**src/sv/voxel_ground_classifier_assert.svh**
```systemverilog
// Assertion macros for the voxel ground classifier RTL, used by vgc_back.
// Depends on signals named clk and rst_n in the module that uses them.
`ifndef VOXEL_GROUND_CLASSIFIER_ASSERT_SVH
`define VOXEL_GROUND_CLASSIFIER_ASSERT_SVH

// Same-cycle implication, checked outside reset.
`define VGC_ASSERT_IMPL(lbl, a, c) \
  lbl: assert property (@(posedge clk) disable iff (!rst_n) (a) |-> (c)) \
    else $error("assertion failed");

// Next-cycle implication, checked outside reset.
`define VGC_ASSERT_NEXT(lbl, a, c) \
  lbl: assert property (@(posedge clk) disable iff (!rst_n) (a) |=> (c)) \
    else $error("assertion failed");

`endif

```
**src/sv/vgc_pkg.sv**
```systemverilog
// Shared types and constants of the voxel ground classifier.
// No dependencies; every module file uses it by scoped names.
package vgc_pkg;

  localparam int MAX_POINTS  = 4096;
  localparam int VOXEL_SLOTS = 1024;
  localparam int PROBE_LIMIT = 16;

  localparam int PT_AW   = $clog2(MAX_POINTS);
  localparam int PLD_W   = PT_AW + 1;
  localparam int VOX_AW  = $clog2(VOXEL_SLOTS);
  localparam int CNT_W   = VOX_AW + 1;
  localparam int COORD_W = 21;
  localparam int KEY_W   = 3 * COORD_W;
  localparam int COUNT_W = 13;
  localparam int IDX_W   = 12;
  localparam int CFG_W   = 16;
  localparam int DIV_STEPS = COORD_W;
  localparam int STEP_W  = $clog2(DIV_STEPS);

  localparam logic [COUNT_W-1:0] COUNT_SAT = '1;

  localparam logic [26:0] HASH_X = 27'd73856093;
  localparam logic [26:0] HASH_Y = 27'd19349663;
  localparam logic [26:0] HASH_Z = 27'd83492791;

  localparam logic [1:0] CFG_LEAF   = 2'd0;
  localparam logic [1:0] CFG_THRESH = 2'd1;
  localparam logic [1:0] CFG_MINPTS = 2'd2;

  typedef enum logic [1:0] {
    REQ_ADD   = 2'd0,
    REQ_READ  = 2'd1,
    REQ_CLEAR = 2'd2,
    REQ_NONE  = 2'd3
  } req_t;

  typedef enum logic [1:0] {
    ST_OK         = 2'd0,
    ST_TABLE_FULL = 2'd1,
    ST_STORE_FULL = 2'd2,
    ST_NOT_LOADED = 2'd3
  } status_t;

  typedef enum logic [1:0] {
    LBL_KEPT   = 2'd0,
    LBL_GROUND = 2'd1,
    LBL_SPARSE = 2'd2
  } label_t;

  typedef struct packed {
    req_t               req;
    logic [KEY_W-1:0]   key;
    logic [COORD_W-1:0] z;
    logic [VOX_AW-1:0]  hash;
    logic [IDX_W-1:0]   pidx;
  } q_entry_t;

  typedef struct packed {
    logic empty;
    logic full;
  } q_stat_t;

  typedef struct packed {
    logic               valid;
    logic [KEY_W-1:0]   key;
    logic [COUNT_W-1:0] count;
    logic [COORD_W-1:0] min_z;
    logic [COORD_W-1:0] max_z;
  } vox_entry_t;

  typedef enum logic [1:0] {
    F_IDLE,
    F_DIV,
    F_KEY,
    F_PUSH
  } front_state_t;

  typedef enum logic [2:0] {
    B_INIT,
    B_IDLE,
    B_ADD_RD,
    B_ADD_CHK,
    B_LBL_RD1,
    B_LBL_RD2,
    B_LBL_EVAL,
    B_CLR
  } back_state_t;

endpackage

```
**src/sv/vgc_queue.sv**
```systemverilog
// Two-entry request queue between the front end and the back end.
// Depends on vgc_pkg for the entry and status types.
module vgc_queue (
  input  logic              clk,
  input  logic              rst_n,
  input  logic              push,
  input  vgc_pkg::q_entry_t push_data,
  input  logic              pop,
  output vgc_pkg::q_entry_t head,
  output vgc_pkg::q_stat_t  qs
);

  vgc_pkg::q_entry_t mem_r [2];
  logic       wr_ptr_r, rd_ptr_r;
  logic [1:0] cnt_r;

  assign head     = mem_r[rd_ptr_r];
  assign qs.empty = (cnt_r == 2'd0);
  assign qs.full  = (cnt_r == 2'd2);

  always_ff @(posedge clk) begin
    if (!rst_n) begin
      wr_ptr_r <= 1'b0;
      rd_ptr_r <= 1'b0;
      cnt_r    <= 2'd0;
    end else begin
      if (push) wr_ptr_r <= ~wr_ptr_r;
      if (pop)  rd_ptr_r <= ~rd_ptr_r;
      if (push && !pop)      cnt_r <= cnt_r + 2'd1;
      else if (pop && !push) cnt_r <= cnt_r - 2'd1;
    end
  end

  always_ff @(posedge clk) begin
    if (push) mem_r[wr_ptr_r] <= push_data;
  end

endmodule

```
**config.mk**
```make
export PLATFORM = sky130hd
export DESIGN_NAME = vgc_queue
export DESIGN_NICKNAME = d
export VERILOG_FILES = /design/src/sv/voxel_ground_classifier_assert.svh /design/src/sv/vgc_pkg.sv /design/src/sv/vgc_queue.sv
export SDC_FILE = /design/constraint.sdc
export NUM_CORES = 1
export LEC_CHECK = 0
export BUFFER_PORTS_ARGS = -buffer_cell sky130_fd_sc_hd__buf_2
export CAP_MARGIN = 20
export CORE_UTILIZATION = 47
export DETAILED_ROUTE_END_ITERATION = 8
export PLACE_DENSITY = 0.76
export SETUP_SLACK_MARGIN = 0.15
export SLEW_MARGIN = 20
export SYNTH_ARGS = -nofsm -noshare
export SYNTH_HDL_FRONTEND = slang
export SYNTH_SLANG_ARGS = --single-unit
```
**constraint.sdc**
```tcl
create_clock -name clk -period 6.1 [get_ports clk]
set_clock_uncertainty 0.1 [all_clocks]
set_input_delay 0.61 -clock clk [delete_from_list [all_inputs] [get_ports clk]]
set_output_delay 0.61 -clock clk [all_outputs]
set_load 0.02 [all_outputs]
```
## After elaboration in Yosys (flattened, before gate mapping)

Memories as Yosys holds them, arrays and structs flattened. A register that Yosys moved wholly into a read port is not among the register bits.
Index checks and enable logic that the tools add are counted.
W data, S select, Z words.

- RAM bits: 216
- Bits in registers: 4
- Memories: 1

Memories:

| memory | words | bits a word | rd ports | clocked after Yosys merged registers in | write ports | line | text |
|---|---|---|---|---|---|---|---|
| mem_r | 2 | 108 | 1 | 1 | 1 | vgc_queue.sv:13 | `vgc_pkg::q_entry_t mem_r [2];` |

- Muxes and demuxes: 6
- Eq/ne operators: 1
- Add/subtract/negate cells: 2
- Reductions and logical operators: 6
- Bitwise logic cells: 2

Operators by type and width:

| operator | count |
|---|---|
| $mux W1 | 4 |
| $mux W2 | 2 |
| $add A2 B1 Y2 const B | 1 |
| $eq A2 B2 Y1 const B | 1 |
| $logic_and A1 B1 Y1 | 2 |
| $logic_not A1 Y1 | 2 |
| $logic_not A2 Y1 | 1 |
| $not A1 Y1 | 2 |
| $reduce_bool A2 Y1 | 1 |
| $sub A2 B1 Y2 const B | 1 |

## Logic depth before layout (Yosys ltp)

Gate-level depths: netlist (run 1).

- Word-level depth: 4
- Gate-level depth with buffers: 5

## Worst setup path after synthesis (run 1)

OpenSTA, ideal clock, no wires.

- Path type: input to register
- Start point: input port push
- End point: memory mem_r[0][0] in the netlist's numbering, enable pin
- Data arrival time: 5335 ps
- Buffers on the path: 0
- Library setup time: 589 ps
- Setup slack: 76 ps
- Stages on the path: 1
- Cell sequence: nor2b_1

- Word-level cells in the longest chain between the ends: 2

RTL lines:

| element | line | text |
|---|---|---|
| start: declaration | vgc_queue.sv:6 | `input logic push,` |
| $mux W1 | vgc_queue.sv:35 | `if (push) mem_r[wr_ptr_r] <= push_data;` |
| $mux W1 (not written as such) | vgc_queue.sv:35 |  |
| end: declaration | vgc_queue.sv:13 |  |

Every way passes these cells.

==> out/metrics.yaml, run 1 <==
drt:
  wl_per_cell_microns: 17.5
  top_layer_used: "met4"
  drt_first_pass_iters: 4
  m1WireLength_mm: 5.79
  drt-initial-drc-count: 226
  ant_nets: 0
  wl_met3_mm: 1.03
  wl_mm: 14.6
  vias: 4079
  drc: 0
  met2_length_mm: 7.49
  drt-vias-per-instance: 4.91
clocking:
  clk_latency_ns: 0.49
  cts_max_level: 1
  cts_resized: 0
  numCtsBuffers: 23
  cts_tree: "built"
  cts_buffer_depth: 3
  cts-hold-fix-buffers: 0
  cts.sinks: 221
  cts_setup_buffers: 0
  clk_pin_slew_worst_paths_ns: 0.06
  cts_root_buf: "clkbuf_16"
logic_synthesis:
  synth_cell_types: 17
  syn-cell-area_sq_um: 8080
  synth.yosys.seq_area_share: 0.815
  synth_area_leaders: "edfxtp_1 (80%), mux2_2 (12%), mux2_4 (3.7%), dfxtp_1 (1.2%), buf_6 (0.56%)"
  ys_ff_latch: 221
  syn-num-nets: 471
  yosysTopAreaCell: "edfxtp_1"
  yosys.area.top_type_share: 0.803
  netlist_instances: 358
  synth_area_per_cell_sq_um: 22.6
  synth_warnings: 0
setup_path:
  r2r-end: "mem_r[1][61]$_DFFE_PP_"
  critPathMaxFanout: 67
  crit_path_max_incr_delay_ns: 0.83
  crit_required_ns: 5.39
  crit_arrival_ns: 2.72
  start_kind: "register"
  cpMaxStageDelayCell: "buf_4"
  reg2reg_depth: 2
  crit_type: "reg -> out"
  r2r_slack_ns: 3.79
  end_kind: "output port"
  r2r-start: "wr_ptr_r$_SDFFE_PN0P_"
  path_cells: "buf_4, mux2_2, buf_2"
outcome:
  status: "finished clean"
timing:
  setup_viol: 0
  clock.fmax_ghz: 0.292
  fin_crit_sh: 0.562
  hold_ws_ns: 0.208
  slew_headroom: 0.395
  rsz0062_at_grt: "no"
  finalSetupTns_ns: 0
  finalCriticalPeriod_ns: 3.43
  slew_viol_final: 0
  worstMarginPinSlew_ns: 0.907
  hold_viol: 0
die:
  rows: 47
  io_pins: 222
  die-area_sq_um: 17700
  die_h_microns: 133
  fp.dieW_microns: 133
  initial_core_util: 0.484
  core_sq_um: 16700
hold_path:
  worstHoldPathType: "in -> reg"
  holdPathStages: 1
  holdPathEnd: "mem_r[0][44]$_DFFE_PP_"
  hp-start: "push_data[44]"
global_routing:
  grt_max_degree: 68
  grt_antenna_before_repair: 0
  grt_pass1_vias: 4482
  grt_overflow: 0
  grt_pass1_wl_mm: 22.6
  grt_usage: 0.163
run:
  maxCapViolCount: 0
final_layout:
  area_delta_synth_final_pct: 24.9
  postLayoutCoreUtil: 0.604
  fill_cells: 1235
  seq_area_sq_um: 6590
  antenna_cells: 0
  final_cell_mix: "buf_2 (221), edfxtp_1 (216), mux2_2 (88), clkbuf_16 (23), mux2_4 (20)"
  multi_input_area_sq_um: 1410
  drive_gt1_frac: 0.601
  instances_no_fill: 831
  final_nets: 709
  final_common_cell: "buf_2"
power_and_ir_drop:
  leakage_nw: 3.83
  power_density_nw_per_um2: 339
  p_total_mw: 3.42
  ir_drop_mv: 0.235
place:
  hpwl_mm: 9.35
  dp.cells: 791
  io_buffers: 221
  gp_congestion: 0.696
==> metal layers <==
metal,vias to the layer above,global-route usage
li1,1891,-
met1,2011,0.198
met2,154,0.291
met3,23,0.0411
met4,0,0.0448
met5,-,0
==> area by class of cell <==
class | instances | area share
Clock buffer | 32 | 0.0624
Inverter | 1 | 0.000372
Multi-Input combinational cell | 124 | 0.140
Sequential cell | 221 | 0.653
Tap cell | 220 | 0.0273
Clock inverter | 8 | 0.00434
Timing Repair Buffer | 225 | 0.113
==> logic make-up (layout without fill, tap and decap cells) <==
family,count (synthesis),after routing,share of synthesized area
AOI/OAI and AO/OA,3,3,0.00248
and+or+nand+nor,9,9,0.00666
muxes,108,108,0.160
buffers and inverters,13,266,0.0110
DFF,221,221,0.815
xor gates and xnor gates,3,3,0.00325
adders and majority gates,1,1,0.00155
==> cells in the mapped netlist <==
| cell | count |
|---|---|
| edfxtp_1 | 216 |
| mux2_2 | 88 |
| mux2_4 | 20 |
| buf_2 | 8 |
| dfxtp_1 | 5 |
| and2_1 | 4 |
| buf_6 | 4 |
| nor2b_1 | 3 |
| xor2_1 | 2 |
| a21boi_1 | 1 |
| ha_1 | 1 |
| inv_1 | 1 |
| nor2_1 | 1 |
| o21a_1 | 1 |
| o21ai_0 | 1 |
| or3_1 | 1 |
| xnor2_1 | 1 |
==> metrics by stage <==
| stage | setup slack (ns) | instance area [sq um] |
|---|---|---|
| finish | 2.67 | 10100 |
| global route | 2.51 | 10100 |
| CTS | 2.60 | 10100 |
| detailed placement | 3.13 | 9420 |
| global placement | 3.17 | 9420 |
| floorplan | 2.12 | 8080 |
==> worst max-delay path by stage <==
stage                   from                     to  cells after the start
CTS                 register               head[35]                      3
floorplan               push  mem_r[0][0]$_DFFE_PP_                      1
finish              register               head[35]                      3
global route        register               head[39]                      3
detailed placement  register               head[35]                      3
global placement    register                head[2]                      3
==> report_power, final <==
part	total (mW)	switching, mW	internal [mW]	leakage, nW
sequential	1.79	0.0315	1.76	2.07
combinational	0.388	0.222	0.166	1.43
clock	1.25	0.527	0.720	0.335
==> flip-flops by register name, summed over array words and instances (netlist names), named ones only <==
name,cells
mem_r,216
cnt_r,2
rd_ptr_r,1
wr_ptr_r,1
==> critical path, delay by kind of cell (launching register included) <==
kind	cells	cell delay, ns
buffers and inverters	2	0.99
flip-flops	1	0.77
multiplexers	1	0.43
(Power assumes the default switching activity.)
==> inputs of run 2 (changes only) <==
clock period = 2.75 ns   (was 6.1 ns; I/O delays follow)
==> run 2 against run 1 <==
Combinational power grew to 2.6 times the previous value; worst hold slack worse by 0.16 ns; worst setup slack worse by 2.4 ns; wire length is 9.8% higher; die area stayed put; non-clock buffer count is 111 higher; sequential power is 120% higher; flip-flop and latch count stayed put; via count is 11% higher; clock power is 130% higher; first-iteration DRC count is 13% lower; critical endpoint is now head[107]; largest cell class unchanged; highest routed layer unchanged.
==> out/metrics.yaml, run 2 (synthesized netlist as in run 1, its figures left out) <==
place:
  io_buffers: 221  # unchanged
  hpwl_mm: 9.46  # +1.1%
  post-place-ws_ns: 0.780  # -2.35 ns
  gp_congestion: 0.732  # +5.2%
setup_path:
  end_kind: "output port"
  crit_type: "reg -> out"
  start_kind: "register"
  crit_arrival_ns: 2.08  # -0.64 ns
  critPathMaxFanout: 39  # -42%
  crit_required_ns: 2.38  # -3.01 ns
timing:
  fin_ws_ns: 0.291  # -2.38 ns
  rsz0062_at_grt: "no"
  finalSetupTns_ns: 0  # unchanged
  clock.fmax_ghz: 0.407
  worstMarginPinSlew_ns: 0.614  # -0.293 ns
  slew_headroom: 0.591  # +0.196
  finalCriticalPeriod_ns: 2.46
  setup_viol: 0  # unchanged
  hold_viol: 0  # unchanged
  slew_viol_final: 0  # unchanged
  fin_crit_sh: 0.894
drt:
  ant_nets: 0  # unchanged
  wl_per_cell_microns: 17.0  # -3.1%
  drt-initial-drc-count: 196  # -13%
  drt-vias-per-instance: 4.80  # -2.3%
  drt_first_pass_iters: 4  # unchanged
  wl_mm: 16.0  # +9.8%
  drc: 0  # unchanged
  vias: 4518  # +11%
final_layout:
  postLayoutCoreUtil: 0.675  # +0.0706
  drive_gt1_frac: 0.508  # -0.0923
  regMostFlops: "mem_r"
  reg_top3: "mem_r (216), cnt_r (2)"
  antenna_cells: 0  # unchanged
  area_delta_synth_final_pct: 39.5
  largest_reg_flops: 216  # unchanged
  final_nets: 819  # +16%
  final_common_cell: "buf_2"
  final_cell_mix: "buf_2 (221), edfxtp_1 (216), dlygate4sd3_1 (109), mux2_2 (88), clkbuf_16 (23)"
  fill_cells: 1084  # -12%
power_and_ir_drop:
  ir_drop_mv: 0.578  # +150%
  leakage_nw: 4.32  # +13%
  power_density_nw_per_um2: 695  # +100%
clocking:
  cts.sinks: 221  # unchanged
  cts_max_level: 1  # unchanged
  cts_buffer_depth: 3  # unchanged
  clk_latency_ns: 0.49  # about the same
  cts_tree: "built"
  clk_pin_slew_worst_paths_ns: 0.06  # about the same
  cts_root_buf: "clkbuf_16"
  numCtsBuffers: 22  # -4.3%
  cts_resized: 0  # unchanged
global_routing:
  grt_overflow: 0  # unchanged
  grt_pass1_vias: 4947  # +10%
  grt_pass1_wl_mm: 24.7  # +9.1%
  grt_antenna_before_repair: 0  # unchanged
  grt_max_degree: 64  # -5.9%
  grt_usage: 0.179  # +0.0151
die:
  core_sq_um: 16700  # unchanged
  initial_core_util: 0.484  # unchanged
  die-area_sq_um: 17700  # unchanged
  rows: 47  # unchanged
  io_pins: 222  # unchanged
  die_h_microns: 133  # unchanged
  fp.dieW_microns: 133  # unchanged
outcome:
  status: "finished clean"
run:
  maxCapViolCount: 0  # unchanged
hold_path:
  worstHoldPathType: "in -> reg"
[run 2: stage by stage]
step	instances	power [mW]	area (sq um)	hold slack (ns)
CTS	942	7.89	11300	0.0172
detailed placement	793	4.92	9480	0.366
floorplan	358	4.59	8090	0.274
global route	942	8.10	11300	0.0317
global placement	793	4.89	9480	0.362
finish	942	7.83	11300	0.0480
[run 2: what timing repair did]
action                                 in CTS  in global routing
endpoints found under the hold margin     221                  0
setup buffers                               0                  0
hold buffers                              109                  0
[run 2: final cells by class]
class | instances | area, sq um | area share
timing repair buffer | 336 | 2290 | 0.203
inverter | 1 | 3.75 | 0.000333
multi-input combinational | 124 | 1410 | 0.125
tap | 220 | 275 | 0.0244
clock inverter | 10 | 95.1 | 0.00844
clock buffer | 30 | 602 | 0.0534
sequential | 221 | 6590 | 0.585
[run 2: final timing paths]
| path | startpoint | end | slack (ns) | cells after the start |
|---|---|---|---|---|
| max | register | head[107] | 0.29 | 3 |
| min | pop | register | 0.05 | 3 |
| max reg2reg | wr_ptr_r$_SDFFE_PN0P_ | mem_r[1][107]$_DFFE_PP_ | 1.02 | 2 |
| min reg2reg | cnt_r[1]$_SDFFE_PN0P_ | cnt_r[1]$_SDFFE_PN0P_ | 0.46 | 2 |
[run 2: worst max-delay path, cell delays in order, from the launching register on]
cell and delay, ns:
dfxtp_4 0.71, buf_12 0.31, mux2_2 0.38, buf_2 0.16
[run 2: routing by layer]
layer,track usage,vias up,share of wire
met1,0.200,2184,0.39
met4,0.0606,0,0.024
met2,0.330,176,0.51
met5,0,-,0
met3,0.0457,41,0.071
li1,-,2117,-
[run 2: power breakdown]
group	internal (mW)	switching, mW
combinational	0.482	0.529
sequential	3.89	0.0694
clock	1.72	1.14
total	6.09	1.74
==> inputs of run 3 (changes only) <==
REMOVE_ABC_BUFFERS = 1   (was default)
clock period = 2.1 ns   (was 2.75 ns; I/O delays follow)
==> run 3 against run 2 <==
Via count up 4.1%; die area unchanged; total power up 33%; flip-flop and latch count unchanged; final cell count up 2.1%; clock-buffer cell count down 3; sequential share of layout area down 2.7 points; largest power group unchanged; register-to-register slack worse by 0.62 ns.
==> out/metrics.yaml, run 3 (synthesized netlist as in run 1, its figures left out) <==
hold_path:
  holdPathStages: 4  # +1
  worstHoldPathType: "in -> reg"
global_routing:
  grt_max_degree: 68  # +6.3%
  grt_usage: 0.186  # +0.00711
  grt_pass1_wl_mm: 25.4  # +3.0%
  grt_antenna_before_repair: 1  # +1
  grt_overflow: 0  # unchanged
  grt_pass1_vias: 5036  # +1.8%
die:
  rows: 47  # unchanged
  die-area_sq_um: 17700  # unchanged
  initial_core_util: 0.484  # unchanged
  fp.dieW_microns: 133  # unchanged
  die_h_microns: 133  # unchanged
  core_sq_um: 16700  # unchanged
  io_pins: 222  # unchanged
clocking:
  cts_buffer_depth: 3  # unchanged
  cts_tree: "built"
  numCtsBuffers: 23  # +4.5%
  clk_pin_slew_worst_paths_ns: 0.06  # about the same
  cts.sinks: 221  # unchanged
  cts_max_level: 1  # unchanged
  cts_root_buf: "clkbuf_16"
  clk_latency_ns: 0.48  # about the same
final_layout:
  largest_reg_flops: 216  # unchanged
  design_area_sq_um: 11800  # +4.8%
  regMostFlops: "mem_r"
  fill_cells: 1018  # -6.1%
  drive_gt1_frac: 0.518  # +0.00991
  area_delta_synth_final_pct: 46.2
  instances_no_fill: 962  # +2.1%
  final_nets: 839  # +2.4%
  reg_top3: "mem_r (216), cnt_r (2)"
  final_cell_mix: "edfxtp_1 (216), buf_2 (192), dlygate4sd3_1 (111), mux2_2 (81)"
  final_common_cell: "edfxtp_1"
timing:
  hold_viol: 0  # unchanged
  finalCriticalPeriod_ns: 2.02
  worstMarginPinSlew_ns: 0.581  # -0.0323 ns
  slew_viol_final: 0  # unchanged
  fin_crit_sh: 0.963
  setup_viol: 0  # unchanged
  clock.fmax_ghz: 0.494
  slew_headroom: 0.612  # +0.0215
  rsz0062_at_grt: "yes"
setup_path:
  crit_arrival_ns: 1.71  # -0.37 ns
  end_kind: "output port"
  start_kind: "register"
  crit_type: "reg -> out"
  critPathMaxFanout: 9  # -77%
  crit_required_ns: 1.79  # -0.59 ns
  reg2reg_depth: 4  # +2
drt:
  drt-initial-drc-count: 237  # +21%
  drc: 0  # unchanged
  vias: 4705  # +4.1%
  drt_first_pass_iters: 4  # unchanged
  top_layer_used: "met4"
  wl_per_cell_microns: 18.4  # +8.5%
  met2_length_mm: 9.33  # +13%
  drt-vias-per-instance: 4.89  # +2.0%
  ant_nets: 0  # unchanged
  wl_mm: 17.7  # +11%
  m1WireLength_mm: 6.91  # +11%
  wl_met3_mm: 1.12  # -2.2%
power_and_ir_drop:
  pwr-share-seq: 0.495  # -0.011
  p_int_mw: 8.04  # +32%
  power_density_nw_per_um2: 882  # +27%
  pwr-share-comb: 0.155  # +0.026
  leakage_nw: 4.56  # +5.6%
  p_total_mw: 10.4  # +33%
  p_sw_frac: 0.228  # +0.00646
  ir_drop_mv: 0.953  # +65%
  power_frac_clock: 0.349  # -0.016
  power.net_switching_mw: 2.38  # +37%
run:
  maxCapViolCount: 0  # unchanged
outcome:
  status: "finished clean"
place:
  io_buffers: 221  # unchanged
  hpwl_mm: 9.46  # about the same
  gp_congestion: 0.744  # +1.7%
  dp.cells: 795  # +0.25%
  placement.cell_area_sq_um: 9510  # +0.29%
-- run 3: cell count changes in the layout (fill, tap and decap cells not counted), moves of 3 or more --
cell       before  now
buf_2         221  192
buf_6           0   21
buf_4           2   13
mux2_2         88   81
mux2_4         20   27
buf_16          0    6
clkbuf_16      23   27
buf_12          4    7
clkbuf_1        7    4
clkinv_1        4    7
-- run 3: power by group through the flow --
stage,Sequential [mW],Clock [mW],Combinational (mW)
2_1_floorplan,5.32,0,0.711
6_report,5.16,3.64,1.62
4_1_cts,5.16,3.73,1.48
3_5_place_dp,5.26,0,1.19
3_3_place_gp,5.24,0,1.16
5_1_grt,5.18,3.88,1.70
-- run 3: timing repair --
action	CTS	global route
setup endpoints to repair	97	107
resized for setup	11	61
hold buffers	111	0
buffers inserted	7	0
hold endpoints to repair	221	0
cloned	4	4
-- run 3: area by class of cell --
class | instances | area [sq um] | area share
Clock inverter | 13 | 83.8 | 0.00710
Sequential cell | 221 | 6590 | 0.558
Timing Repair Buffer | 355 | 2830 | 0.239
Multi-Input combinational cell | 124 | 1440 | 0.122
Inverter | 1 | 3.75 | 0.000318
Tap cell | 220 | 275 | 0.0233
Antenna cell | 1 | 2.50 | 0.000212
Clock buffer | 27 | 591 | 0.0500
-- run 3: metal layers --
layer / track usage / vias up
met3: 0.0403 / 35
met1: 0.215 / 2320
li1: - / 2158
met4: 0.0568 / 0
met2: 0.343 / 192
met5: 0 / -
-- run 3: path summary, 6_finish.rpt --
kind                           end  slack (ns)                   from
max reg2reg  wr_ptr_r$_SDFFE_PN0P_        0.40  wr_ptr_r$_SDFFE_PN0P_
min          cnt_r[1]$_SDFFE_PN0P_        0.18                   push
max                        head[1]        0.08               register
min reg2reg  cnt_r[1]$_SDFFE_PN0P_        0.41  cnt_r[1]$_SDFFE_PN0P_
-- run 3: worst max-delay path, stage by stage (launching register included) --
cell	delay, ns
dfxtp_4	0.40
buf_12	0.15
buf_16	0.14
mux2_2	0.36
buf_4	0.17
-- run 3: metrics by stage --
| step | hold slack (ns) | TNS, ns | setup slack [ns] | util |
|---|---|---|---|---|
| after CTS | 0.151 | 0 | 0.0535 | 0.690 |
| final | 0.185 | 0 | 0.0776 | 0.707 |
| after global placement | 0.298 | 0 | 0.496 | 0.570 |
| after floorplan | 0.209 | -725.58 | -3.68 | - |
| after detailed placement | 0.301 | 0 | 0.451 | 0.570 |
| after global routing | 0.185 | 0 | 0.0174 | 0.707 |
