--- config.mk ---
export PLATFORM = sky130hd
export DESIGN_NAME = vgc_front
export DESIGN_NICKNAME = d
export VERILOG_FILES = /design/src/sv/voxel_ground_classifier_assert.svh /design/src/sv/vgc_pkg.sv /design/src/sv/vgc_front.sv
export SDC_FILE = /design/constraint.sdc
export NUM_CORES = 1
export LEC_CHECK = 0
export BUFFER_PORTS_ARGS = -buffer_cell sky130_fd_sc_hd__buf_2
export CAP_MARGIN = 5
export CORE_MARGIN = 2
export CORE_UTILIZATION = 40
export CTS_BUF_LIST = sky130_fd_sc_hd__clkbuf_4 sky130_fd_sc_hd__clkbuf_8
export DETAILED_ROUTE_END_ITERATION = 7
export PLACE_DENSITY = 0.55
export SLEW_MARGIN = 25
export SYNTH_ARGS = -nofsm -noshare
export SYNTH_HDL_FRONTEND = slang
export SYNTH_SLANG_ARGS = --single-unit
--- constraint.sdc ---
create_clock -name clk -period 11.5 [get_ports clk]
set_input_delay 1.15 -clock clk [delete_from_list [all_inputs] [get_ports clk]]
set_output_delay 1.15 -clock clk [all_outputs]
set_load 0.02 [all_outputs]
--- src/sv/voxel_ground_classifier_assert.svh ---
// Assertion macros for the voxel ground classifier RTL, used by vgc_back.
// Depends on signals named clk and rst_n in the module that uses them.
`ifndef VOXEL_GROUND_CLASSIFIER_ASSERT_SVH
`define VOXEL_GROUND_CLASSIFIER_ASSERT_SVH

// Same-cycle implication, checked outside reset.
`define VGC_ASSERT_IMPL(lbl, a, c) \
  lbl: assert property (@(posedge clk) disable iff (!rst_n) (a) |-> (c)) \
    else $error("assertion failed");

// Next-cycle implication, checked outside reset.
`define VGC_ASSERT_NEXT(lbl, a, c) \
  lbl: assert property (@(posedge clk) disable iff (!rst_n) (a) |=> (c)) \
    else $error("assertion failed");

`endif

--- src/sv/vgc_pkg.sv ---
// Shared types and constants of the voxel ground classifier.
// No dependencies; every module file uses it by scoped names.
package vgc_pkg;

  localparam int MAX_POINTS  = 4096;
  localparam int VOXEL_SLOTS = 1024;
  localparam int PROBE_LIMIT = 16;

  localparam int PT_AW   = $clog2(MAX_POINTS);
  localparam int PLD_W   = PT_AW + 1;
  localparam int VOX_AW  = $clog2(VOXEL_SLOTS);
  localparam int CNT_W   = VOX_AW + 1;
  localparam int COORD_W = 21;
  localparam int KEY_W   = 3 * COORD_W;
  localparam int COUNT_W = 13;
  localparam int IDX_W   = 12;
  localparam int CFG_W   = 16;
  localparam int DIV_STEPS = COORD_W;
  localparam int STEP_W  = $clog2(DIV_STEPS);

  localparam logic [COUNT_W-1:0] COUNT_SAT = '1;

  localparam logic [26:0] HASH_X = 27'd73856093;
  localparam logic [26:0] HASH_Y = 27'd19349663;
  localparam logic [26:0] HASH_Z = 27'd83492791;

  localparam logic [1:0] CFG_LEAF   = 2'd0;
  localparam logic [1:0] CFG_THRESH = 2'd1;
  localparam logic [1:0] CFG_MINPTS = 2'd2;

  typedef enum logic [1:0] {
    REQ_ADD   = 2'd0,
    REQ_READ  = 2'd1,
    REQ_CLEAR = 2'd2,
    REQ_NONE  = 2'd3
  } req_t;

  typedef enum logic [1:0] {
    ST_OK         = 2'd0,
    ST_TABLE_FULL = 2'd1,
    ST_STORE_FULL = 2'd2,
    ST_NOT_LOADED = 2'd3
  } status_t;

  typedef enum logic [1:0] {
    LBL_KEPT   = 2'd0,
    LBL_GROUND = 2'd1,
    LBL_SPARSE = 2'd2
  } label_t;

  typedef struct packed {
    req_t               req;
    logic [KEY_W-1:0]   key;
    logic [COORD_W-1:0] z;
    logic [VOX_AW-1:0]  hash;
    logic [IDX_W-1:0]   pidx;
  } q_entry_t;

  typedef struct packed {
    logic empty;
    logic full;
  } q_stat_t;

  typedef struct packed {
    logic               valid;
    logic [KEY_W-1:0]   key;
    logic [COUNT_W-1:0] count;
    logic [COORD_W-1:0] min_z;
    logic [COORD_W-1:0] max_z;
  } vox_entry_t;

  typedef enum logic [1:0] {
    F_IDLE,
    F_DIV,
    F_KEY,
    F_PUSH
  } front_state_t;

  typedef enum logic [2:0] {
    B_INIT,
    B_IDLE,
    B_ADD_RD,
    B_ADD_CHK,
    B_LBL_RD1,
    B_LBL_RD2,
    B_LBL_EVAL,
    B_CLR
  } back_state_t;

endpackage

--- src/sv/vgc_front.sv ---
// Front end: takes requests, divides coordinates by the leaf size and hashes the key.
// Depends on vgc_pkg; feeds vgc_queue.
module vgc_front (
  input  logic                          clk,
  input  logic                          rst_n,
  input  logic                          start,
  input  vgc_pkg::req_t                 req,
  input  logic signed [vgc_pkg::COORD_W-1:0] x_mm,
  input  logic signed [vgc_pkg::COORD_W-1:0] y_mm,
  input  logic signed [vgc_pkg::COORD_W-1:0] z_mm,
  input  logic [vgc_pkg::IDX_W-1:0]     pidx,
  input  logic [vgc_pkg::CFG_W-1:0]     leaf,
  input  vgc_pkg::q_stat_t              qs,
  output logic                          push,
  output vgc_pkg::q_entry_t             push_data,
  output logic                          busy
);

  vgc_pkg::front_state_t state_r, state_nxt;
  vgc_pkg::req_t req_r;
  logic [vgc_pkg::COORD_W-1:0] z_r;
  logic [vgc_pkg::IDX_W-1:0]   pidx_r;
  logic [vgc_pkg::CFG_W-1:0]   leaf_r;
  logic [vgc_pkg::STEP_W-1:0]  step_r;
  logic [vgc_pkg::KEY_W-1:0]   key_r;
  logic [vgc_pkg::COORD_W-1:0] mag_r [3];
  logic [vgc_pkg::COORD_W-1:0] quo_r [3];
  logic [vgc_pkg::CFG_W-1:0]   rem_r [3];
  logic                        neg_r [3];

  logic [vgc_pkg::COORD_W-1:0] coord [3];
  logic [vgc_pkg::COORD_W-1:0] mag_nxt [3];
  logic [vgc_pkg::COORD_W-1:0] quo_nxt [3];
  logic [vgc_pkg::CFG_W-1:0]   rem_nxt [3];
  logic [vgc_pkg::COORD_W-1:0] sq [3];
  logic [vgc_pkg::CFG_W:0]     rem_sh [3];
  logic                        last_step;

  logic [vgc_pkg::VOX_AW-1:0]   ux, uy, uz;
  logic [2*vgc_pkg::VOX_AW-1:0] px, py, pz;

  assign coord[0] = x_mm;
  assign coord[1] = y_mm;
  assign coord[2] = z_mm;
  assign last_step = (step_r == vgc_pkg::STEP_W'(vgc_pkg::DIV_STEPS - 1));

  // One restoring quotient bit per cycle on each of the three axes.
  always_comb begin
    for (int i = 0; i < 3; i++) begin
      rem_sh[i] = {rem_r[i], mag_r[i][vgc_pkg::COORD_W-1]};
      mag_nxt[i] = {mag_r[i][vgc_pkg::COORD_W-2:0], 1'b0};
      if (rem_sh[i] >= {1'b0, leaf_r}) begin
        rem_nxt[i] = vgc_pkg::CFG_W'(rem_sh[i] - {1'b0, leaf_r});
        quo_nxt[i] = {quo_r[i][vgc_pkg::COORD_W-2:0], 1'b1};
      end else begin
        rem_nxt[i] = rem_sh[i][vgc_pkg::CFG_W-1:0];
        quo_nxt[i] = {quo_r[i][vgc_pkg::COORD_W-2:0], 1'b0};
      end
      sq[i] = neg_r[i] ? (~quo_r[i] + 1'b1) : quo_r[i];
    end
  end

  // Only the low index bits of each product reach the slot number.
  assign ux = key_r[2*vgc_pkg::COORD_W +: vgc_pkg::VOX_AW];
  assign uy = key_r[vgc_pkg::COORD_W +: vgc_pkg::VOX_AW];
  assign uz = key_r[0 +: vgc_pkg::VOX_AW];
  assign px = ux * vgc_pkg::HASH_X[vgc_pkg::VOX_AW-1:0];
  assign py = uy * vgc_pkg::HASH_Y[vgc_pkg::VOX_AW-1:0];
  assign pz = uz * vgc_pkg::HASH_Z[vgc_pkg::VOX_AW-1:0];

  always_comb begin
    state_nxt = state_r;
    unique case (state_r)
      vgc_pkg::F_IDLE: begin
        if (start) begin
          state_nxt = (req == vgc_pkg::REQ_ADD) ? vgc_pkg::F_DIV : vgc_pkg::F_PUSH;
        end
      end
      vgc_pkg::F_DIV:  if (last_step) state_nxt = vgc_pkg::F_KEY;
      vgc_pkg::F_KEY:  state_nxt = vgc_pkg::F_PUSH;
      vgc_pkg::F_PUSH: if (!qs.full) state_nxt = vgc_pkg::F_IDLE;
      default:         state_nxt = vgc_pkg::F_IDLE;
    endcase
  end

  always_comb begin
    busy = (state_r != vgc_pkg::F_IDLE);
    push = (state_r == vgc_pkg::F_PUSH) && !qs.full;
    push_data.req  = req_r;
    push_data.key  = key_r;
    push_data.z    = z_r;
    push_data.hash = px[vgc_pkg::VOX_AW-1:0] ^ py[vgc_pkg::VOX_AW-1:0]
                     ^ pz[vgc_pkg::VOX_AW-1:0];
    push_data.pidx = pidx_r;
  end

  always_ff @(posedge clk) begin
    if (!rst_n) begin
      state_r <= vgc_pkg::F_IDLE;
    end else begin
      state_r <= state_nxt;
    end
  end

  always_ff @(posedge clk) begin
    unique case (state_r)
      vgc_pkg::F_IDLE: begin
        req_r  <= req;
        z_r    <= z_mm;
        pidx_r <= pidx;
        leaf_r <= (leaf == '0) ? vgc_pkg::CFG_W'(1) : leaf;
        step_r <= '0;
        for (int i = 0; i < 3; i++) begin
          neg_r[i] <= coord[i][vgc_pkg::COORD_W-1];
          mag_r[i] <= coord[i][vgc_pkg::COORD_W-1] ? (~coord[i] + 1'b1) : coord[i];
          rem_r[i] <= '0;
          quo_r[i] <= '0;
        end
      end
      vgc_pkg::F_DIV: begin
        step_r <= step_r + 1'b1;
        for (int i = 0; i < 3; i++) begin
          mag_r[i] <= mag_nxt[i];
          rem_r[i] <= rem_nxt[i];
          quo_r[i] <= quo_nxt[i];
        end
      end
      vgc_pkg::F_KEY:  key_r <= {sq[0], sq[1], sq[2]};
      vgc_pkg::F_PUSH: ;
      default:         ;
    endcase
  end

endmodule

# Word level (Yosys, flattened, before mapping)

Memory sizes are Yosys's and may differ from the RTL's.
Cells that the tools add are included.

Logic and storage cells: 90
Bits of input ports: 98
Flip-flop bits (word level): 121
Memories kept: 4
RAM bits: 177

Memories:

| memory | depth | bits a word | read ports | clocked after Yosys merged registers in | wr ports | line            | RTL |
|---|---|---|---|---|---|---|---|
| mag_r  | 3     | 21          | 3          | 0                                       | 3        | vgc_front.sv:26 | `logic [vgc_pkg::COORD_W-1:0] mag_r [3];` |
| quo_r  | 3     | 21          | 3          | 0                                       | 3        | vgc_front.sv:27 | `logic [vgc_pkg::COORD_W-1:0] quo_r [3];` |
| rem_r  | 3     | 16          | 3          | 0                                       | 3        | vgc_front.sv:28 | `logic [vgc_pkg::CFG_W-1:0] rem_r [3];` |
| neg_r  | 3     | 1           | 3          | 0                                       | 3        | vgc_front.sv:29 | `logic neg_r [3];` |

Multiplexer cells: 31
Multipliers: 3
$add $sub $neg: 10
Bitwise gates (word level): 17
Reduce and logical (&&, ||, !) cells: 8
Order comparisons: 3
Equality and inequality tests: 7

Operator list:

| cell                    | count |
|---|---|
| $mux W21                | 12 |
| $add A21 B1 Y21 const B | 6 |
| $not A21 Y21            | 6 |
| $mux W16                | 6 |
| $ge A17 B16 Y1          | 3 |
| $sub A16 B16 Y16        | 3 |
| $mul A10 B8 Y10 const B | 2 |
| $xor A10 B10 Y10        | 2 |
| $logic_not A16 Y1       | 1 |
| $mul A10 B7 Y10 const B | 1 |
| $pmux W5 S2             | 1 |
| $or A1 B1 Y1            | 9 |
| $mux W2                 | 4 |
| $pmux W2 S4             | 1 |
| $mux W1                 | 7 |
| $ne A2 B2 Y1 const B    | 3 |
| $add A5 B1 Y5 const B   | 1 |
| $eq A5 B5 Y1 const B    | 1 |
| $eq A2 B2 Y1 const B    | 2 |
| $logic_not A2 Y1        | 2 |
| $reduce_bool A2 Y1      | 2 |
| $reduce_and A3 Y1       | 1 |
| $eq A2 B1 Y1 const B    | 1 |
| $logic_and A1 B1 Y1     | 1 |
| $logic_not A1 Y1        | 1 |

# Logic depth before layout (Yosys ltp)

Gate-level depths: netlist of the first run.

Word-level depth: 4
Gate-level depth with buffers: 15
Gate-level depth less buffers: 15

# Worst setup path before layout of the first run

Ideal clock, no wire load.

Kind: reg-to-reg
Start: register state_r[0]
End: memory mag_r[0][0] (netlist name), enable pin
Path slack: 4.825 ns
Required time: 10.953 ns
Cell stages (with the launch flop): 5
Data arrival time: 6.128 ns
Library setup time: 0.547 ns
Buffers on the path: 0
Cells stage by stage: dfxtp_1 -> inv_1 -> ha_1 -> inv_1 -> nand2_1

RTL lines:

| item                   | line             | RTL |
|---|---|---|
| start, declared        | vgc_front.sv:19  | `vgc_pkg::front_state_t state_r, state_nxt;` |
| start signal, assigned | vgc_front.sv:99  | `state_r <= vgc_pkg::F_IDLE;` |
| start signal, assigned | vgc_front.sv:101 | `state_r <= state_nxt;` |
| end, declared          | vgc_front.sv:26  |  |

==> results of run 1 <==
==> flip-flops by register name (all words and copies together), names as in the netlist <==
register,count
quo_r,63
leaf_r,16
pidx_r,12
key_r,63
req_r,2
step_r,5
rem_r,48
state_r,2
neg_r,2
mag_r,63
z_r,21
==> cells in the final DEF (no fill, tap or decap), types with 12 or more instances in the layout <==
master    count
a21o_1       29
nor3_1       19
o21a_1       12
buf_2       206
fa_1         48
mux2i_1      35
a211oi_1     12
nor2_1       83
o31ai_1      34
inv_1       150
nor4_1       14
or4_1        12
xor2_1       70
nand2_1     144
clkbuf_4     14
clkbuf_8     53
edfxtp_1    295
clkinv_1     13
xnor2_1     145
nand2b_1     17
a21oi_1      38
o21ai_0     124
and2_1       58
nor2b_1      13
nand3_1      24
ha_1        123
==> logic make-up (layout without fill, tap and decap cells) <==
| logic type | count (synthesis) | after routing | share of synthesized area |
|---|---|---|---|
| AO/OA/AOI/OAI | 295 | 295 | 0.101 |
| XOR/XNOR | 215 | 215 | 0.102 |
| adder cells (fa/ha/maj) | 174 | 174 | 0.138 |
| buffers and inverters | 216 | 460 | 0.0444 |
| flip-flops | 297 | 297 | 0.484 |
| multiplexers | 35 | 35 | 0.0190 |
| other | 0 | 3 | 0 |
| AND/OR/NAND/NOR | 419 | 419 | 0.112 |
==> path summary, 6_finish.rpt <==
kind,from,endpoint,cells after the start
worst min-delay path,quo_r[0][42],key_r[0],0
worst max-delay path,key_r[22],push_data[21],16
worst max register to register,leaf_r[1],rem_r[0][36],10
worst min register to register,quo_r[0][42],key_r[0],0
==> area by class of cell <==
class / count / area (µm²)
Clock buffer: 67 / 835
Tap cell: 600 / 751
Multi-Input combinational cell: 1138 / 8740
Sequential cell: 297 / 8900
Antenna cell: 3 / 7.51
Timing Repair Buffer: 215 / 1100
Clock inverter: 27 / 179
Fill cell: 4316 / 24300
Inverter: 151 / 567
==> stage by stage <==
step / area, µm² / worst slack (ns)
CTS: 21100 / 5.60
floorplan: 18400 / 4.82
finish: 21100 / 5.73
detailed placement: 20000 / 6.31
global placement: 20000 / 6.35
global route: 21100 / 5.42
==> metal layers <==
layer | up-vias | GRT usage | wire length [µm]
met3 | 51 | 0.0484 | 2310
met1 | 5855 | 0.215 | 17700
met5 | - | 0 | 32
met4 | 6 | 0.0442 | 663
met2 | 230 | 0.268 | 18200
li1 | 6219 | - | -
==> critical path: stages (launching register included) <==
cell      delay, ns
edfxtp_1       0.54
ha_1           0.26
inv_1          0.06
fa_1           0.47
inv_1          0.04
ha_1           0.26
inv_1          0.05
fa_1           0.52
inv_1          0.06
fa_1           0.46
a21o_1         0.20
a21oi_1        0.21
o21ai_0        0.16
xor2_1         0.19
xnor2_1        0.19
xnor2_1        0.13
buf_2          0.18
==> impl_metrics.py, run 1 <==
metrics = {
    "run_status": {
        "status": "complete, no violations",
    },
    "cells_and_area": {
        "final_core_utilization": 0.465,
        "nNetsFinal": 2128,
        "area_growth_pct": 14.6,
        "layoutNonFillerInstCount": 2498,
        "drive_gt1_frac": 0.167,
    },
    "global_routing": {
        "first_global_vias": 12100,
        "grt_pass1_wl_um": 62700,
        "grt_use_total": 0.165,
        "antenna_found_initial": 6,
        "grt_max_degree": 83,
        "gr-total-overflow": 0,
    },
    "sta": {
        "whs_ns": 0.513,
        "worst_slew_pin_slew_ns": 0.984,
        "slew_viol_final": 0,
        "fmax_mhz": 173,
        "slew_headroom": 0.344,
        "fin_setup_tns_ns": 0,
        "setup-violations-final": 0,
        "hold_viol": 0,
        "rsz0062_at_grt": "false",
        "timing.final.crit_period_ns": 5.77,
        "fin_crit_sh": 0.502,
        "skew_ns": 0.0230,
    },
    "clock_network": {
        "cts-root-buf": "clkbuf_8",
        "cts.clk_slew.worst_paths_ns": 0.07,
        "cts_made_buffers": 53,
        "cts.path.max_buffers": 3,
        "cts_resized": 0,
        "clock-sinks": 297,
        "cts_tree": "done",
        "post-cts-setup-buffers": 0,
        "htree_levels": 2,
        "clk_latency_ns": 0.63,
        "cts_hold_buf": 0,
    },
    "drt": {
        "via_per_inst": 4.95,
        "dr.pass1.iters": 5,
        "routed_wl_um": 38900,
        "drc_errors": 0,
        "ant_nets": 0,
        "num_vias": 12400,
        "post_drt_wl_per_cell_um": 15.6,
        "drtIter0Drc": 573,
    },
    "synthesis": {
        "synth_top_area_cell": "edfxtp_1",
        "seq_area_frac_synth": 0.484,
        "synth.area.top_cells": "edfxtp_1 48%, ha_1 8.6%, xnor2_1 6.9%",
        "synth_top_cells_by_count": "295 x edfxtp_1, 150 x inv_1, 145 x nand2_1, 145 x xnor2_1, 126 x ha_1",
        "synthDistinctLibCells": 60,
        "yosysMostFrequentCell": "edfxtp_1",
        "syn_inst": 1651,
        "yosysWarnings": 0,
        "synth_seq_cells": 297,
        "synth_flop_cell": "edfxtp_1",
        "postSynthAreaPerCell_um2": 11.1,
        "yosysTopAreaCellShare": 0.481,
        "synth_edf_count": 295,
        "synth_fp_nets": 1923,
        "synthArstFlopShare": 0,
        "syn_area_um2": 18400,
    },
    "floorplan": {
        "core_area_um2": 45400,
        "die_y_um": 218,
        "die_area_um2": 47700,
        "core.rowCount": 78,
        "die_w_um": 218,
        "initial_core_util": 0.405,
        "ios": 208,
    },
    "critical_path": {
        "cp_max_fo": 6,
        "cp-end-kind": "primary output",
        "worstPathRequired_ns": 10.35,
        "cp.arrival_ns": 4.62,
        "cp-start-kind": "register",
        "rrSetupSlack_ns": 7.91,
        "path_class": "reg -> out",
    },
    "place": {
        "place.detailed.instances": 2401,
        "dpl.hpwl_um": 28200,
        "globalplace.congestion": 0.850,
        "io_buffers": 206,
    },
    "worst_hold_path": {
        "hold_path.class": "reg -> reg",
    },
    "job": {
        "cap_violations": 0,
    },
}
Power of run 1 is not shown: default switching activity piles up to over one toggle a cycle in this logic, so the estimate is an artifact.
==> run 2, diff against run 1 <==
--- a/config.mk
+++ b/config.mk
@@ -11,7 +11,7 @@
 export CORE_UTILIZATION = 40
 export CTS_BUF_LIST = sky130_fd_sc_hd__clkbuf_4 sky130_fd_sc_hd__clkbuf_8
 export DETAILED_ROUTE_END_ITERATION = 7
-export PLACE_DENSITY = 0.55
+export PLACE_DENSITY = 0.57
 export SLEW_MARGIN = 25
 export SYNTH_ARGS = -nofsm -noshare
 export SYNTH_HDL_FRONTEND = slang
==> constraint.sdc (replaced) <==
create_clock -name clk -period 5.2 [get_ports clk]
set_input_delay 0.52 -clock clk [delete_from_list [all_inputs] [get_ports clk]]
set_output_delay 0.52 -clock clk [all_outputs]
set_load 0.02 [all_outputs]
==> run 2 against run 1 <==
Effect of this change: final area up 0.88%; first-iteration DRC count grew 5.4%; routed wire length about the same; utilization increased by 0.41 points; clock-buffer cell count decreased by 2; flip-flop and latch count unchanged; critical path type unchanged; critical endpoint is now push_data[20]; sequential share of layout area is 0.37 points lower; clock skew fell by 0.0025 ns; die area unchanged.
==> impl_metrics.py, run 2 (synthesis gave the netlist of run 1 again) <==
metrics = {
    "place": {
        "globalplace.congestion": 0.821,
        "place.detailed.instances": 2400,
        "dpl.hpwl_um": 28200,
        "io_buffers": 206,
        "dp_slack_ns": 0.723,
    },
    "clock_network": {
        "cts.clk_slew.worst_paths_ns": 0.06,
        "htree_levels": 2,
        "clock-sinks": 297,
        "cts_tree": "done",
        "cts.path.max_buffers": 3,
        "clk_latency_ns": 0.64,
        "cts-root-buf": "clkbuf_8",
        "cts_made_buffers": 53,
    },
    "critical_path": {
        "reg2reg_depth": 10,
        "rrSetupSlack_ns": 1.68,
        "cp-end-kind": "primary output",
        "cp_max_fo": 5,
        "path_class": "reg -> out",
        "r2r-end": "rem_r[0][40]",
        "worstPathRequired_ns": 4.68,
        "cp.arrival_ns": 4.43,
        "cp-start-kind": "register",
        "r2r_start": "leaf_r[1]",
    },
    "sta": {
        "setup-violations-final": 0,
        "fmax_mhz": 202,
        "fin_setup_tns_ns": 0,
        "slew_headroom": 0.359,
        "slew_viol_final": 0,
        "fin_ws_ns": 0.254,
        "skew_ns": 0.0205,
        "worst_slew_pin_slew_ns": 0.953,
        "rsz0062_at_grt": "false",
        "timing.final.crit_period_ns": 4.95,
        "fin_crit_sh": 0.951,
        "hold_viol": 0,
    },
    "floorplan": {
        "initial_core_util": 0.405,
        "ios": 208,
        "core.rowCount": 78,
        "die_area_um2": 47700,
        "die_y_um": 218,
        "core_area_um2": 45400,
        "die_w_um": 218,
    },
    "cells_and_area": {
        "final_cell_mix": "295 x edfxtp_1, 205 x buf_2, 150 x inv_1, 144 x xnor2_1, 144 x nand2_1",
        "final_core_utilization": 0.469,
        "area_growth_pct": 15.6,
        "reg_top3": "key_r: 63 flops, mag_r: 63 flops, quo_r: 63 flops",
        "final_common_cell": "edfxtp_1",
        "drive_gt1_frac": 0.176,
        "n_fill_cell": 4281,
        "layoutNonFillerInstCount": 2512,
        "nNetsFinal": 2147,
    },
    "worst_hold_path": {
        "whs_path_depth": 1,
        "min-delay-start": "req[0]",
        "hold_path.class": "in -> reg",
        "min_to": "req_r[0]",
    },
    "drt": {
        "dr.pass1.iters": 5,
        "drc_errors": 0,
        "ant_nets": 0,
        "routed_wl_um": 38900,
        "drtIter0Drc": 604,
        "post_drt_wl_per_cell_um": 15.5,
        "num_vias": 12500,
        "via_per_inst": 4.96,
    },
    "global_routing": {
        "grt_max_degree": 115,
        "antenna_found_initial": 6,
        "grt_use_total": 0.163,
        "grt_pass1_wl_um": 62000,
        "gr-total-overflow": 0,
        "first_global_vias": 12300,
    },
    "job": {
        "cap_violations": 0,
    },
    "run_status": {
        "status": "complete, no violations",
    },
}
-- run 2: layer usage --
layer	part of all wire	track usage	vias up
li1	-	-	6257
met1	0.46	0.207	5886
met2	0.47	0.272	237
met3	0.051	0.0374	66
met4	0.025	0.0603	8
met5	0.0015	0	-
-- run 2: final cells by class --
| type | instances | area (µm²) | share of cell area |
|---|---|---|---|
| multi-input cells | 1138 | 8760 | 0.412 |
| inverters | 151 | 567 | 0.0267 |
| repair buffers | 234 | 1260 | 0.0591 |
| diodes | 1 | 2.50 | 0.000118 |
| clock inverters | 26 | 205 | 0.00965 |
| flip-flops and latches | 297 | 8900 | 0.418 |
| well taps | 600 | 751 | 0.0353 |
| clock buffers | 65 | 820 | 0.0385 |
-- run 2: worst max path at each step --
| stage | cells after the start | slack, ns | startpoint | end |
|---|---|---|---|---|
| global route | 16 | 0.007 | key_r[1] | push_data[20] |
| finish | 16 | 0.25 | key_r[1] | push_data[20] |
| detailed placement | 16 | 0.72 | key_r[21] | push_data[21] |
| floorplan | 4 | 0.20 | state_r[0] | mag_r[0][0] |
| global placement | 16 | 0.72 | key_r[22] | push_data[21] |
| CTS | 16 | 0.02 | key_r[22] | push_data[21] |
-- run 2: through the flow --
step	hold WS [ns]	instance area (µm²)
6_report	0.0718	21300
5_1_grt	0.0195	21300
4_1_cts	0.000124	21100
3_5_place_dp	0.481	20000
3_3_place_gp	0.486	20000
2_1_floorplan	0.426	18400
-- run 2: repair_timing --
action,CTS,global route
resized for setup,0,5
hold buffers,4,0
endpoints found under the hold margin,4,0
setup buffers,0,16
endpoints found under the setup margin,0,2
-- run 2: critical path: stages (launching register included) --
cell and delay, ns:
edfxtp_1 0.43, inv_1 0.07, ha_1 0.27, inv_1 0.06, fa_1 0.49, inv_1 0.05, fa_1 0.52, inv_1 0.05
fa_1 0.53, inv_1 0.05, ha_1 0.34, xnor2_2 0.15, xnor2_1 0.16, xnor2_1 0.15, xnor2_1 0.15, xnor2_1 0.13
buf_2 0.18
Power of run 2 is left out for the same reason.
